===== config.mk =====
export PLATFORM = sky130hd
export DESIGN_NAME = tiled_grid_position_splitter_unit
export DESIGN_NICKNAME = d
export VERILOG_FILES = /design/src/hw/rtl/tgps_pkg.sv /design/src/hw/rtl/tgps_div.sv /design/src/hw/rtl/tgps_front.sv /design/src/hw/rtl/tgps_queue.sv /design/src/hw/rtl/tgps_back.sv /design/src/hw/rtl/tiled_grid_position_splitter_unit.sv
export SDC_FILE = /design/constraint.sdc
export NUM_CORES = 2
export LEC_CHECK = 0
export BUFFER_PORTS_ARGS = -buffer_cell sky130_fd_sc_hd__buf_2
export CAP_MARGIN = 15
export CORE_MARGIN = 2
export CORE_UTILIZATION = 70
export CTS_BUF_LIST = sky130_fd_sc_hd__clkbuf_4 sky130_fd_sc_hd__clkbuf_8
export DETAILED_ROUTE_END_ITERATION = 8
export GPL_TIMING_DRIVEN = 1
export PLACE_DENSITY = 0.87
export SLEW_MARGIN = 20
export SYNTH_ARGS = -nofsm -noshare
export SYNTH_HDL_FRONTEND = slang
export SYNTH_SLANG_ARGS = --single-unit

===== constraint.sdc =====
create_clock -name clk -period 56.6 [get_ports clk]
set_input_delay 2.83 -clock clk [delete_from_list [all_inputs] [get_ports clk]]
set_output_delay 2.83 -clock clk [all_outputs]
set_load 0.02 [all_outputs]

===== src/hw/rtl/tgps_pkg.sv =====
// Shared types, constants and helpers of the tiled grid position splitter.
`default_nettype none

package tgps_pkg;

	// Field widths fixed by the register map and the item format.
	localparam int TC_W        = 11;
	localparam int TILES_W     = 9;
	localparam int CU_W        = 8;
	localparam int REACH_W     = 10;
	localparam int CELL_W      = 10;
	localparam int OFS_W       = 2;
	localparam int CFG_IDX_W   = 3;
	localparam int CFG_DATA_W  = 11;

	localparam int POS_BITS_DEF = 24;
	localparam int DIV_STEP     = 4;
	localparam int QUEUE_DEPTH  = 4;

	localparam logic [TC_W-1:0] TC_MAX = 11'd1024;

	// Register indexes of the configuration channel.
	localparam logic [CFG_IDX_W-1:0] REG_TILE_CELLS_X = 3'd0;
	localparam logic [CFG_IDX_W-1:0] REG_TILE_CELLS_Y = 3'd1;
	localparam logic [CFG_IDX_W-1:0] REG_TILES_X      = 3'd2;
	localparam logic [CFG_IDX_W-1:0] REG_TILES_Y      = 3'd3;
	localparam logic [CFG_IDX_W-1:0] REG_CELL_UNITS   = 3'd4;

	// Touched tile order: centre, N, S, W, E, NW, NE, SW, SE.
	localparam int NUM_DIRS  = 9;
	localparam int DIR_IDX_W = 4;
	localparam logic signed [OFS_W-1:0] DIR_X [NUM_DIRS] = '{
		2'sd0, 2'sd0, 2'sd0, -2'sd1, 2'sd1, -2'sd1, 2'sd1, -2'sd1, 2'sd1};
	localparam logic signed [OFS_W-1:0] DIR_Y [NUM_DIRS] = '{
		2'sd0, -2'sd1, 2'sd1, 2'sd0, 2'sd0, -2'sd1, -2'sd1, 2'sd1, 2'sd1};

	// Configuration as held in the block; tile cells and cell units are stored clamped.
	typedef struct packed {
		logic [TC_W-1:0]    tcx;
		logic [TC_W-1:0]    tcy;
		logic [TILES_W-1:0] tiles_x;
		logic [TILES_W-1:0] tiles_y;
		logic [CU_W-1:0]    cu;
	} cfg_t;

	// Which edges of the base tile the radius crosses.
	typedef struct packed {
		logic north;
		logic south;
		logic west;
		logic east;
	} cross_t;

	function automatic logic [TC_W-1:0] tc_clamp(input logic [TC_W-1:0] v);
		logic [TC_W-1:0] r;
		if (v == '0) begin
			r = TC_W'(1);
		end else if (v > TC_MAX) begin
			r = TC_MAX;
		end else begin
			r = v;
		end
		return r;
	endfunction

endpackage

`default_nettype wire


===== src/hw/rtl/tgps_div.sv =====
// Pipelined unsigned restoring divider, DIV_STEP quotient bits per stage.
`default_nettype none

module tgps_div
	import tgps_pkg::*;
#(
	parameter int DW   = 23,
	parameter int VW   = 8,
	parameter int STEP = DIV_STEP
) (
	input  wire logic          clk,
	input  wire logic          en,
	input  wire logic [DW-1:0] num,
	input  wire logic [VW-1:0] den,
	output logic      [DW-1:0] quo,
	output logic      [VW-1:0] rem
);

	localparam int NSTG = (DW + STEP - 1) / STEP;
	localparam int PW   = NSTG * STEP;

	logic [PW-1:0] w_q [NSTG];
	logic [VW-1:0] r_q [NSTG];

	// The working word shifts the dividend out at the top and the quotient in at the bottom.
	for (genvar s = 0; s < NSTG; s++) begin : g_stg
		logic [PW-1:0] w_in;
		logic [PW-1:0] w_d;
		logic [VW-1:0] r_in;
		logic [VW-1:0] r_d;
		logic [VW:0]   t;

		if (s == 0) begin : g_first
			assign w_in = PW'(num);
			assign r_in = '0;
		end else begin : g_next
			assign w_in = w_q[s-1];
			assign r_in = r_q[s-1];
		end

		always_comb begin
			w_d = w_in;
			r_d = r_in;
			t   = '0;
			for (int k = 0; k < STEP; k++) begin
				t   = {r_d, w_d[PW-1]};
				w_d = {w_d[PW-2:0], 1'b0};
				if (t >= {1'b0, den}) begin
					t      = t - {1'b0, den};
					w_d[0] = 1'b1;
				end
				r_d = t[VW-1:0];
			end
		end

		always_ff @(posedge clk) begin
			if (en) begin
				w_q[s] <= w_d;
				r_q[s] <= r_d;
			end
		end
	end

	assign quo = w_q[NSTG-1][DW-1:0];
	assign rem = r_q[NSTG-1];

endmodule

`default_nettype wire


===== src/hw/rtl/tgps_front.sv =====
// Front part: splits a position into base tile and cell and classifies crossed edges.
`default_nettype none

module tgps_front
	import tgps_pkg::*;
#(
	parameter int POS_BITS = POS_BITS_DEF
) (
	input  wire logic                clk,
	input  wire logic                arst_n,
	input  wire cfg_t                cfg,
	input  wire logic                in_valid,
	output logic                     in_ready,
	input  wire logic [POS_BITS-1:0] pos_x,
	input  wire logic [POS_BITS-1:0] pos_y,
	input  wire logic [REACH_W-1:0]  reach,
	output logic                     out_valid,
	input  wire logic                out_ready,
	output logic      [POS_BITS-1:0] base_x,
	output logic      [POS_BITS-1:0] base_y,
	output logic      [CELL_W-1:0]   cell_x,
	output logic      [CELL_W-1:0]   cell_y,
	output cross_t                   edges
);

	localparam int NX   = POS_BITS - 1;
	localparam int NSTG = (NX + DIV_STEP - 1) / DIV_STEP;
	localparam int LAT  = 2 * NSTG;

	logic en;
	logic               v_q     [LAT];
	logic               neg_x_q [LAT];
	logic               neg_y_q [LAT];
	logic [REACH_W-1:0] reach_q [LAT];

	logic [NX-1:0]   ux, uy;
	logic [NX-1:0]   qa_x, qa_y, qb_x, qb_y;
	logic [TC_W-1:0] rb_x, rb_y;
	logic [TC_W-1:0] cx_w, cy_w;
	logic            neg_x, neg_y;
	logic [REACH_W-1:0] r;

	// A negative position a is divided as ~a; floor(a/b) is then ~floor(~a/b).
	assign ux = pos_x[POS_BITS-1] ? ~pos_x[NX-1:0] : pos_x[NX-1:0];
	assign uy = pos_y[POS_BITS-1] ? ~pos_y[NX-1:0] : pos_y[NX-1:0];

	assign en        = !(v_q[LAT-1] && !out_ready);
	assign in_ready  = en;
	assign out_valid = v_q[LAT-1];

	// Position / cell units first, then that quotient / tile cells.
	tgps_div #(.DW(NX), .VW(CU_W), .STEP(DIV_STEP)) u_div_ax (
		.clk(clk), .en(en), .num(ux), .den(cfg.cu), .quo(qa_x), .rem()
	);
	tgps_div #(.DW(NX), .VW(CU_W), .STEP(DIV_STEP)) u_div_ay (
		.clk(clk), .en(en), .num(uy), .den(cfg.cu), .quo(qa_y), .rem()
	);
	tgps_div #(.DW(NX), .VW(TC_W), .STEP(DIV_STEP)) u_div_bx (
		.clk(clk), .en(en), .num(qa_x), .den(cfg.tcx), .quo(qb_x), .rem(rb_x)
	);
	tgps_div #(.DW(NX), .VW(TC_W), .STEP(DIV_STEP)) u_div_by (
		.clk(clk), .en(en), .num(qa_y), .den(cfg.tcy), .quo(qb_y), .rem(rb_y)
	);

	always_ff @(posedge clk or negedge arst_n) begin
		if (!arst_n) begin
			for (int i = 0; i < LAT; i++) begin
				v_q[i] <= 1'b0;
			end
		end else if (en) begin
			v_q[0] <= in_valid;
			for (int i = 1; i < LAT; i++) begin
				v_q[i] <= v_q[i-1];
			end
		end
	end

	always_ff @(posedge clk) begin
		if (en) begin
			neg_x_q[0] <= pos_x[POS_BITS-1];
			neg_y_q[0] <= pos_y[POS_BITS-1];
			reach_q[0] <= reach;
			for (int i = 1; i < LAT; i++) begin
				neg_x_q[i] <= neg_x_q[i-1];
				neg_y_q[i] <= neg_y_q[i-1];
				reach_q[i] <= reach_q[i-1];
			end
		end
	end

	assign neg_x = neg_x_q[LAT-1];
	assign neg_y = neg_y_q[LAT-1];
	assign r     = reach_q[LAT-1];

	// For a negative position the floor remainder mirrors the one of ~a.
	always_comb begin
		base_x = neg_x ? ~{1'b0, qb_x} : {1'b0, qb_x};
		base_y = neg_y ? ~{1'b0, qb_y} : {1'b0, qb_y};
		cx_w   = neg_x ? (cfg.tcx - TC_W'(1) - rb_x) : rb_x;
		cy_w   = neg_y ? (cfg.tcy - TC_W'(1) - rb_y) : rb_y;
		cell_x = cx_w[CELL_W-1:0];
		cell_y = cy_w[CELL_W-1:0];
		edges.north = {1'b0, cell_y} < {1'b0, r};
		edges.south = ({1'b0, cell_y} + {1'b0, r}) >= cfg.tcy;
		edges.west  = {1'b0, cell_x} < {1'b0, r};
		edges.east  = ({1'b0, cell_x} + {1'b0, r}) >= cfg.tcx;
	end

endmodule

`default_nettype wire


===== src/hw/rtl/tgps_queue.sv =====
// Small register queue between the front and back parts.
`default_nettype none

module tgps_queue
	import tgps_pkg::*;
#(
	parameter int W     = 72,
	parameter int DEPTH = QUEUE_DEPTH
) (
	input  wire logic         clk,
	input  wire logic         arst_n,
	input  wire logic         in_valid,
	output logic              in_ready,
	input  wire logic [W-1:0] in_data,
	output logic              out_valid,
	input  wire logic         out_ready,
	output logic      [W-1:0] out_data
);

	localparam int AW = $clog2(DEPTH);

	logic [W-1:0]  mem_q [DEPTH];
	logic [AW-1:0] wr_q, rd_q;
	logic [AW:0]   cnt_q;
	logic          push, pop;

	assign in_ready  = cnt_q != (AW + 1)'(DEPTH);
	assign out_valid = cnt_q != '0;
	assign push      = in_valid && in_ready;
	assign pop       = out_valid && out_ready;
	assign out_data  = mem_q[rd_q];

	always_ff @(posedge clk or negedge arst_n) begin
		if (!arst_n) begin
			wr_q  <= '0;
			rd_q  <= '0;
			cnt_q <= '0;
		end else begin
			if (push) begin
				wr_q <= wr_q + AW'(1);
			end
			if (pop) begin
				rd_q <= rd_q + AW'(1);
			end
			if (push && !pop) begin
				cnt_q <= cnt_q + (AW + 1)'(1);
			end else if (pop && !push) begin
				cnt_q <= cnt_q - (AW + 1)'(1);
			end
		end
	end

	always_ff @(posedge clk) begin
		if (push) begin
			mem_q[wr_q] <= in_data;
		end
	end

endmodule

`default_nettype wire


===== src/hw/rtl/tgps_back.sv =====
// Back part: walks the touched tiles of one item and drives the result register.
`default_nettype none

module tgps_back
	import tgps_pkg::*;
#(
	parameter int POS_BITS = POS_BITS_DEF
) (
	input  wire logic                clk,
	input  wire logic                arst_n,
	input  wire cfg_t                cfg,
	input  wire logic                in_valid,
	output logic                     in_ready,
	input  wire logic [POS_BITS-1:0] base_x,
	input  wire logic [POS_BITS-1:0] base_y,
	input  wire logic [CELL_W-1:0]   cell_x,
	input  wire logic [CELL_W-1:0]   cell_y,
	input  wire cross_t              edges,
	output logic                     out_valid,
	input  wire logic                out_ready,
	output logic      [POS_BITS:0]   tile_x,
	output logic      [POS_BITS:0]   tile_y,
	output logic      [OFS_W-1:0]    offset_x,
	output logic      [OFS_W-1:0]    offset_y,
	output logic      [CELL_W-1:0]   cell_x_o,
	output logic      [CELL_W-1:0]   cell_y_o,
	output logic                     inside_res,
	output logic                     last
);

	localparam int TB = POS_BITS + 1;
	localparam int CW = ((TB > 10) ? TB : 10) + 1;

	logic                cur_valid_q;
	logic [NUM_DIRS-1:0] pend_q;
	logic [POS_BITS-1:0] bx_q, by_q;
	logic [CELL_W-1:0]   cx_q, cy_q;
	logic                out_valid_q;

	logic                load_out, step, pop, last_sel;
	logic [NUM_DIRS-1:0] pend_nxt, pend_new;
	logic [DIR_IDX_W-1:0] sel;
	logic signed [OFS_W-1:0] dx, dy;
	logic signed [TB-1:0] tx, ty;
	logic signed [CW-1:0] txe, tye, limx, limy;
	logic                 in_bounds;

	always_comb begin
		load_out = !out_valid_q || out_ready;
		step     = cur_valid_q && load_out;
		pend_nxt = pend_q & (pend_q - NUM_DIRS'(1));
		last_sel = pend_nxt == '0;
		pop      = in_valid && (!cur_valid_q || (step && last_sel));
		in_ready = pop;

		// Bit order follows the result order: centre, edges, then corners.
		pend_new = {edges.south & edges.east, edges.south & edges.west,
			edges.north & edges.east, edges.north & edges.west,
			edges.east, edges.west, edges.south, edges.north, 1'b1};

		sel = '0;
		for (int k = NUM_DIRS - 1; k >= 0; k--) begin
			if (pend_q[k]) begin
				sel = DIR_IDX_W'(k);
			end
		end
		dx = DIR_X[sel];
		dy = DIR_Y[sel];

		tx   = $signed({bx_q[POS_BITS-1], bx_q}) + TB'(dx);
		ty   = $signed({by_q[POS_BITS-1], by_q}) + TB'(dy);
		txe  = CW'(tx);
		tye  = CW'(ty);
		limx = $signed(CW'(cfg.tiles_x));
		limy = $signed(CW'(cfg.tiles_y));
		in_bounds = !txe[CW-1] && !tye[CW-1] && (txe < limx) && (tye < limy);
	end

	always_ff @(posedge clk or negedge arst_n) begin
		if (!arst_n) begin
			cur_valid_q <= 1'b0;
			pend_q      <= '0;
			out_valid_q <= 1'b0;
		end else begin
			if (pop) begin
				cur_valid_q <= 1'b1;
				pend_q      <= pend_new;
			end else if (step) begin
				cur_valid_q <= !last_sel;
				pend_q      <= pend_nxt;
			end
			if (load_out) begin
				out_valid_q <= step;
			end
		end
	end

	always_ff @(posedge clk) begin
		if (pop) begin
			bx_q <= base_x;
			by_q <= base_y;
			cx_q <= cell_x;
			cy_q <= cell_y;
		end
		if (step) begin
			tile_x     <= tx;
			tile_y     <= ty;
			offset_x   <= dx;
			offset_y   <= dy;
			cell_x_o   <= cx_q;
			cell_y_o   <= cy_q;
			inside_res <= in_bounds;
			last       <= last_sel;
		end
	end

	assign out_valid = out_valid_q;

endmodule

`default_nettype wire


===== src/hw/rtl/tiled_grid_position_splitter_unit.sv =====
// Top level of the tiled grid position splitter: configuration, front, queue and back.
//
// Channel   Direction  Transaction
// s_axis    in         one world position and radius
// m_axis    out        one touched tile, tlast on the final one of a position
// cfg       in         one register write, index and data
//
// Results leave at one per cycle while m_axis_tready is high; a position that touches n tiles
// (1 to 9) gives n results, so the result channel sets the sustained rate.
// The front runs two chained dividers per axis, of ceil((POS_BITS-1)/4) stages each; the
// queue and the back part's item and result registers follow before m_axis.
// Reset clears all control state and sets every register to 1; no clearing pass follows.
// A stalled result register backs up the back part and the queue, and then the front
// pipeline holds and drops s_axis_tready.
`default_nettype none

module tiled_grid_position_splitter_unit
	import tgps_pkg::*;
#(
	parameter int POS_BITS = POS_BITS_DEF
) (
	input  wire logic                  clk,
	input  wire logic                  arst_n,
	input  wire logic                  s_axis_tvalid,
	output logic                       s_axis_tready,
	// pos_x, pos_y, reach
	input  wire logic [((2*POS_BITS+REACH_W+7)/8)*8-1:0] s_axis_tdata,
	output logic                       m_axis_tvalid,
	input  wire logic                  m_axis_tready,
	// tile_x, tile_y, offset_x, offset_y, cell_x, cell_y
	output logic [((2*(POS_BITS+1)+2*OFS_W+2*CELL_W+7)/8)*8-1:0] m_axis_tdata,
	// inside_res
	output logic                       m_axis_tuser,
	output logic                       m_axis_tlast,
	input  wire logic                  cfg_valid,
	output logic                       cfg_ready,
	input  wire logic [CFG_IDX_W-1:0]  cfg_index,
	input  wire logic [CFG_DATA_W-1:0] cfg_data
);

	localparam int TB    = POS_BITS + 1;
	localparam int OUT_W = ((2 * TB + 2 * OFS_W + 2 * CELL_W + 7) / 8) * 8;
	localparam int QW    = 2 * POS_BITS + 2 * CELL_W + $bits(cross_t);

	cfg_t cfg_q;

	logic [POS_BITS-1:0] pos_x, pos_y;
	logic [REACH_W-1:0]  reach;

	logic                f_valid, f_ready;
	logic [POS_BITS-1:0] f_bx, f_by;
	logic [CELL_W-1:0]   f_cx, f_cy;
	cross_t              f_cross;

	logic [QW-1:0]       q_din, q_dout;
	logic                q_valid, q_ready;
	logic [POS_BITS-1:0] q_bx, q_by;
	logic [CELL_W-1:0]   q_cx, q_cy;
	cross_t              q_cross;

	logic [TB-1:0]       o_tile_x, o_tile_y;
	logic [OFS_W-1:0]    o_off_x, o_off_y;
	logic [CELL_W-1:0]   o_cell_x, o_cell_y;

	assign cfg_ready = 1'b1;

	always_ff @(posedge clk or negedge arst_n) begin
		if (!arst_n) begin
			cfg_q.tcx     <= TC_W'(1);
			cfg_q.tcy     <= TC_W'(1);
			cfg_q.tiles_x <= TILES_W'(1);
			cfg_q.tiles_y <= TILES_W'(1);
			cfg_q.cu      <= CU_W'(1);
		end else if (cfg_valid) begin
			case (cfg_index)
				REG_TILE_CELLS_X: cfg_q.tcx     <= tc_clamp(cfg_data);
				REG_TILE_CELLS_Y: cfg_q.tcy     <= tc_clamp(cfg_data);
				REG_TILES_X:      cfg_q.tiles_x <= cfg_data[TILES_W-1:0];
				REG_TILES_Y:      cfg_q.tiles_y <= cfg_data[TILES_W-1:0];
				REG_CELL_UNITS: begin
					// A cell size of zero counts as one unit.
					cfg_q.cu <= (cfg_data[CU_W-1:0] == '0) ? CU_W'(1) : cfg_data[CU_W-1:0];
				end
				default: ;
			endcase
		end
	end

	assign pos_x = s_axis_tdata[POS_BITS-1:0];
	assign pos_y = s_axis_tdata[2*POS_BITS-1:POS_BITS];
	assign reach = s_axis_tdata[2*POS_BITS+REACH_W-1:2*POS_BITS];

	tgps_front #(.POS_BITS(POS_BITS)) u_front (
		.clk       (clk),
		.arst_n    (arst_n),
		.cfg       (cfg_q),
		.in_valid  (s_axis_tvalid),
		.in_ready  (s_axis_tready),
		.pos_x     (pos_x),
		.pos_y     (pos_y),
		.reach     (reach),
		.out_valid (f_valid),
		.out_ready (f_ready),
		.base_x    (f_bx),
		.base_y    (f_by),
		.cell_x    (f_cx),
		.cell_y    (f_cy),
		.edges     (f_cross)
	);

	assign q_din = {f_bx, f_by, f_cx, f_cy, f_cross};

	tgps_queue #(.W(QW), .DEPTH(QUEUE_DEPTH)) u_queue (
		.clk       (clk),
		.arst_n    (arst_n),
		.in_valid  (f_valid),
		.in_ready  (f_ready),
		.in_data   (q_din),
		.out_valid (q_valid),
		.out_ready (q_ready),
		.out_data  (q_dout)
	);

	assign {q_bx, q_by, q_cx, q_cy, q_cross} = q_dout;

	tgps_back #(.POS_BITS(POS_BITS)) u_back (
		.clk        (clk),
		.arst_n     (arst_n),
		.cfg        (cfg_q),
		.in_valid   (q_valid),
		.in_ready   (q_ready),
		.base_x     (q_bx),
		.base_y     (q_by),
		.cell_x     (q_cx),
		.cell_y     (q_cy),
		.edges      (q_cross),
		.out_valid  (m_axis_tvalid),
		.out_ready  (m_axis_tready),
		.tile_x     (o_tile_x),
		.tile_y     (o_tile_y),
		.offset_x   (o_off_x),
		.offset_y   (o_off_y),
		.cell_x_o   (o_cell_x),
		.cell_y_o   (o_cell_y),
		.inside_res (m_axis_tuser),
		.last       (m_axis_tlast)
	);

	assign m_axis_tdata = OUT_W'({o_cell_y, o_cell_x, o_off_y, o_off_x, o_tile_y, o_tile_x});

endmodule

`default_nettype wire

* After elaboration in Yosys (flattened, before gate mapping)
Memory sizes are Yosys's and may differ from the RTL's. Cells that the tools add are included.
Storage, ports and cells: register bits after elaboration 222, bits in writable memories 1236, memory bits (read-only) 64, bits of input ports 83, output and inout bits 85, word-level logic and storage cells 530, memories 14
Operators by class: add/sub/neg operators 108, order comparisons 103, eq/ne operators 5, muxes and demuxes 221, bitwise operators 10, reductions and logical operators 34
Memories:
- u_queue.mem_q | depth 4, width 72, read ports 1, clocked after memory_dff 0, wr ports 1, RTL line tgps_queue.sv:22 | logic [W-1:0] mem_q [DEPTH];
- u_front.u_div_ax.w_q | depth 6, width 24, read ports 6, clocked after memory_dff 0, wr ports 6, RTL line tgps_div.sv:22 | logic [PW-1:0] w_q [NSTG];
- u_front.u_div_ay.w_q | depth 6, width 24, read ports 6, clocked after memory_dff 0, wr ports 6, RTL line tgps_div.sv:22
- u_front.u_div_bx.w_q | depth 6, width 24, read ports 6, clocked after memory_dff 0, wr ports 6, RTL line tgps_div.sv:22
- u_front.u_div_by.w_q | depth 6, width 24, read ports 6, clocked after memory_dff 0, wr ports 6, RTL line tgps_div.sv:22
- u_front.reach_q | depth 12, width 10, read ports 12, clocked after memory_dff 0, wr ports 12, RTL line tgps_front.sv:34 | logic [REACH_W-1:0] reach_q [LAT];
- +8 memories
Operators by type and width (number):
- $ge A12 B11 Y1 | 46
- $mux W11 | 50
- $sub A11 B11 Y11 | 46
- $ge A9 B8 Y1 | 46
- $mux W8 | 48
- $sub A8 B8 Y8 | 46
- $mux W1 | 100
- $add A24 B2 Y25 | 2
- $lt A25 B10 Y1 | 2
- $mux W24 | 2
- $not A23 Y24 | 2
- $mux W23 | 2
- $not A23 Y23 | 2
- $mux W4 | 9
- $add A10 B10 Y11 | 2
- $ge A1 B11 Y1 const A | 2
- $ge A11 B11 Y1 | 2
- $sub A1 B11 Y11 const A | 2
- $lt A10 B10 Y1 | 2
- $mux W10 | 2
- $sub A10 B1 Y10 const B | 2
- $sub A10 B10 Y10 | 2
- $mux W9 | 2
- $gt A11 B11 Y1 const B | 1
- other kinds (26) | 59

* Longest topological paths before layout
word-level depth 18, depth in mapped cells 46, mapped depth without buffers 43

* Cells and area by module
From an unflattened synthesis, not the netlist that was laid out.
Second synthesis, totals: cell total of the unflattened synthesis 9126, area, all modules 100875.5 µm²
By module, submodules not included:
- tgps_div (u_front.u_div_bx) | times used 1, cells an instance 2177, area each 20663.6 µm², sequential area each 6125.9 µm²
- tgps_div (u_front.u_div_by) | times used 1, cells an instance 2117, area each 20075.5 µm², sequential area each 6125.9 µm²
- tgps_div (u_front.u_div_ax) | times used 1, cells an instance 1447, area each 15373.5 µm², sequential area each 5585.4 µm²
- tgps_div (u_front.u_div_ay) | times used 1, cells an instance 1430, area each 15157.0 µm², sequential area each 5585.4 µm²
- tgps_queue | times used 1, cells an instance 411, area each 10802.9 µm², sequential area each 8823.5 µm²
- tgps_front | times used 1, cells an instance 706, area each 8745.9 µm², sequential area each 4624.4 µm²
- tgps_back | times used 1, cells an instance 679, area each 8097.8 µm², sequential area each 4599.4 µm²
- tiled_grid_position_splitter_unit | times used 1, cells an instance 159, area each 1959.4 µm², sequential area each 1207.4 µm²

* Least setup slack after synthesis
OpenSTA, ideal clock, no wires.
path type register to output, start reg u_queue.cnt_q[0], end out s_axis_tready, arrival time 18481 ps, data required time 53770 ps, path slack 35289 ps, cell stages (with the launch flop) 6, buffers on the path 2, cell sequence dfrtp_1 nor2_1 and3_1 clkbuf_1 buf_1 inv_1
On the way: cells in the longest elaborated chain, start to end 4
Ends and longest elaborated chain:
- start, declared | RTL line tgps_queue.sv:24 | logic [AW:0] cnt_q;
- start signal, assigned | RTL line tgps_queue.sv:46 | cnt_q <= cnt_q + (AW + 1)'(1);
- start signal, assigned | RTL line tgps_queue.sv:48 | cnt_q <= cnt_q - (AW + 1)'(1);
- $ne A3 B3 Y1 | RTL line tgps_queue.sv:27 | assign in_ready = cnt_q != (AW + 1)'(DEPTH);
- $logic_not A1 Y1 | RTL line tgps_front.sv:47 | assign en = !(v_q[LAT-1] && !out_ready);
- $logic_and A1 B1 Y1 | RTL line tgps_front.sv:47
- $logic_not A1 Y1 | RTL line tgps_front.sv:47
- end, declared | RTL line tiled_grid_position_splitter_unit.sv:25 | output logic s_axis_tready,
Every way passes these cells.

==> key figures <==
Status
  • Status: completed

Final layout
  • Core Util, Final: 76.23%
  • Area growth, synth to finish: 8.291%
  • Nets@finish: 10290
  • Share of post-route cells with drive strength above 1: 12.65%
  • Fill cell count: 8837

Floorplan
  • Core ar.: 0.1372 mm^2
  • Io pins: 168
  • Starting density of the core: 70.40%
  • Die area: 0.1409 mm^2
  • # rows: 136
  • Die W: 375.4 um
  • Die Y: 375.4 um

Synth
  • Register area share after synthesis: 43.64%
  • Post-synthesis async set-or-reset flop share: 5.508%
  • Synth cell types: 114
  • Synth area leader: edfxtp_1
  • EDFF count, synth: 1338
  • Syn Std Cell Area: 0.09655 mm^2
  • Synth area leaders: edfxtp_1 42%, ha_1 13%, mux2_2 3.7%
  • Cell with the most instances after synthesis: edfxtp_1
  • Top FF cell, synth: edfxtp_1
  • Cells after synthesis: 8755
  • Commonest cells post-synth: 1338 x edfxtp_1, 1024 x ha_1, 609 x o21ai_0
  • FF+latch count, synth: 1416
  • Ys Warns: 0
  • Top-area cell type share of the netlist area: 41.61%
  • Syn Area/Cell: 11.03 um^2

Setup path
  • CP endpoint kind: flip-flop
  • Crit-path max FO: 18
  • Slowest cell delay on critical path: 740 ps
  • Critical path's most frequent cell: a21oi_1
  • Worst R2R Path Depth: 39
  • Arrival time at the worst endpoint: 13510 ps
  • CP max-delay cell: a2111oi_0
  • Crit start category: flip-flop
  • WS Path Type: reg -> reg
  • WP data required: 57300 ps

Placed design
  • Port-buffer cells: 154
  • DP Worst Slack: 44400 ps
  • DP HPWL: 159500 um
  • Gpl congestion: 0.9801

Detailed routing
  • Drt total wl: 224000 um
  • Drt initial violations: 6434
  • Final ANT Viol Nets: 0
  • DR WL/cell: 20.23 um
  • DRC errors left: 0
  • Via count: 70540
  • Pre-antenna DRT Iters: 8
  • Via/cell ratio: 6.371

CTS
  • Total CTS buffers: 226
  • Clock Tree Buf Depth: 3
  • Resize count post-CTS: 0
  • Clk sink count: 1416
  • CTS H-tree lvls: 4
  • Skew-Pair Late Insertion Delay: 980 ps
  • CTS tree: built
  • Setup Buffers After CTS: 0
  • Post-CTS Hold Buffers: 0
  • Reg clk slew, reported paths: 70 ps
  • Clock root cell: clkbuf_8

GRT
  • First-pass GRT wire length: 358800 um
  • Gr busiest metal: met2
  • Met2 Usage GRT: 52.22%
  • Gr usage total: 31.53%
  • Vias in the first global route: 70010
  • Largest net degree at the start of global routing: 198
  • Initial antenna violation count: 5
  • Met1 Use GR: 42.16%
  • Grt met3 use: 4.895%
  • Total grt overflow: 0

Timing
  • Setup violators final: 0
  • Fin Setup TNS: 0 ps
  • Clock Skew: 43.76 ps
  • Final worst-path cycle share: 22.63%
  • Highest Clock Rate: 78.06 MHz
  • Unrepaired setup endpoints after global routing: false
  • Least-Margin Pin Slew: 1221 ps
  • WHS: 390.9 ps
  • Fin. Hold Viols: 0
  • Relative slew slack: 18.60%
  • Fin. max-slew vios: 0
  • Fin worst setup slack: 43790 ps
  • Final min period: 12810 ps

Job
  • MaxCap Viol Count: 0

Worst hold path
  • Hold depth: 0
  • Worst Hold Class: reg -> reg
area by class of cell:
cell class              instances  area [um^2]  area share (%)
diodes                          3        7.507        0.007180
inverters                     613         2310           2.209
flip-flops and latches       1416        42140           40.31
multi-input cells            6578        51570           49.32
clock buffers                 307         3787           3.622
clock inverters               111        928.4          0.8880
well taps                    1794         2245           2.147
repair buffers                251         1564           1.496
worst paths after layout:
| path | startpoint | end | slack, ps |
|---|---|---|---|
| max | cfg_q[28] | u_front.u_div_by.r_q[4][10] | 43790 |
| min in group asynchronous | arst_n | u_front.v_q[11] | 1730 |
| max reg2reg | cfg_q[28] | u_front.u_div_by.r_q[4][10] | 43790 |
| min | u_front.u_div_by.w_q[0][12] | u_front.u_div_by.w_q[1][16] | 390 |
| max in group asynchronous | arst_n | u_queue.rd_q[0] | 53630 |
| min reg2reg | u_front.u_div_by.w_q[0][12] | u_front.u_div_by.w_q[1][16] | 390 |
per-layer routing:
| layer | routed length [um] | share of wire (%) |
|---|---|---|
| met4 | 7713 | 3.4 |
| met2 | 105600 | 47 |
| met3 | 17030 | 7.6 |
| met1 | 93720 | 42 |
| met5 | 11 | 0.0049 |
flip-flops by register name, summed over array words and instances, names as in the netlist, 65 cells and up:
register,flops
u_front.u_div_bx.r_q,65
u_front.reach_q,120
u_queue.mem_q,288
u_front.u_div_bx.w_q,138
u_front.u_div_by.r_q,65
u_front.u_div_ay.w_q,138
u_front.u_div_by.w_q,138
u_front.u_div_ax.w_q,138
cell usage in the layout, fill, tap and decap left out, types with 130 or more instances in the layout:
master and n:
a21oi_1 533, buf_2 153, edfxtp_1 1338, nor2b_1 174
a21o_1 199, ha_1 1024, nand2_1 535, nand2b_1 130
nor2_1 544, xor2_1 309, nand4_1 132, nor3_1 138
xnor2_1 369, o21ai_0 608, inv_1 592, clkbuf_8 237
mux2_2 315
cell families after synthesis:
group | count (synthesis) | synth area share [%]
xor gates and xnor gates | 678 | 6.150
adders and majority gates | 1122 | 15.29
AOI/OAI and AO/OA | 2188 | 14.61
muxes | 505 | 6.627
other | 2 | 0.007778
DFF | 1416 | 43.64
and+or+nand+nor | 2075 | 10.61
buffers and inverters | 769 | 3.065
metrics by stage:
| step | instances | cell area (um^2) |
|---|---|---|
| 2_1_floorplan | 8763 | 96580 |
| 3_3_place_gp | 10650 | 99810 |
| 3_5_place_dp | 10650 | 99810 |
| 4_1_cts | 11070 | 104500 |
| 5_1_grt | 11070 | 104600 |
| 6_report | 11070 | 104600 |
worst max-delay path: cells and delay by family, from the launching register on:
| family | cells | cell delay, ps |
|---|---|---|
| AO/OA/AOI/OAI | 23 | 7230 |
| multiplexers | 1 | 290 |
| AND/OR/NAND/NOR | 6 | 1490 |
| adder cells (fa/ha/maj) | 4 | 1550 |
| buffers and inverters | 5 | 1560 |
| flip-flops | 1 | 400 |
Power is not shown: default switching activity piles up to over one toggle a cycle in this logic, so the estimate is an artifact.
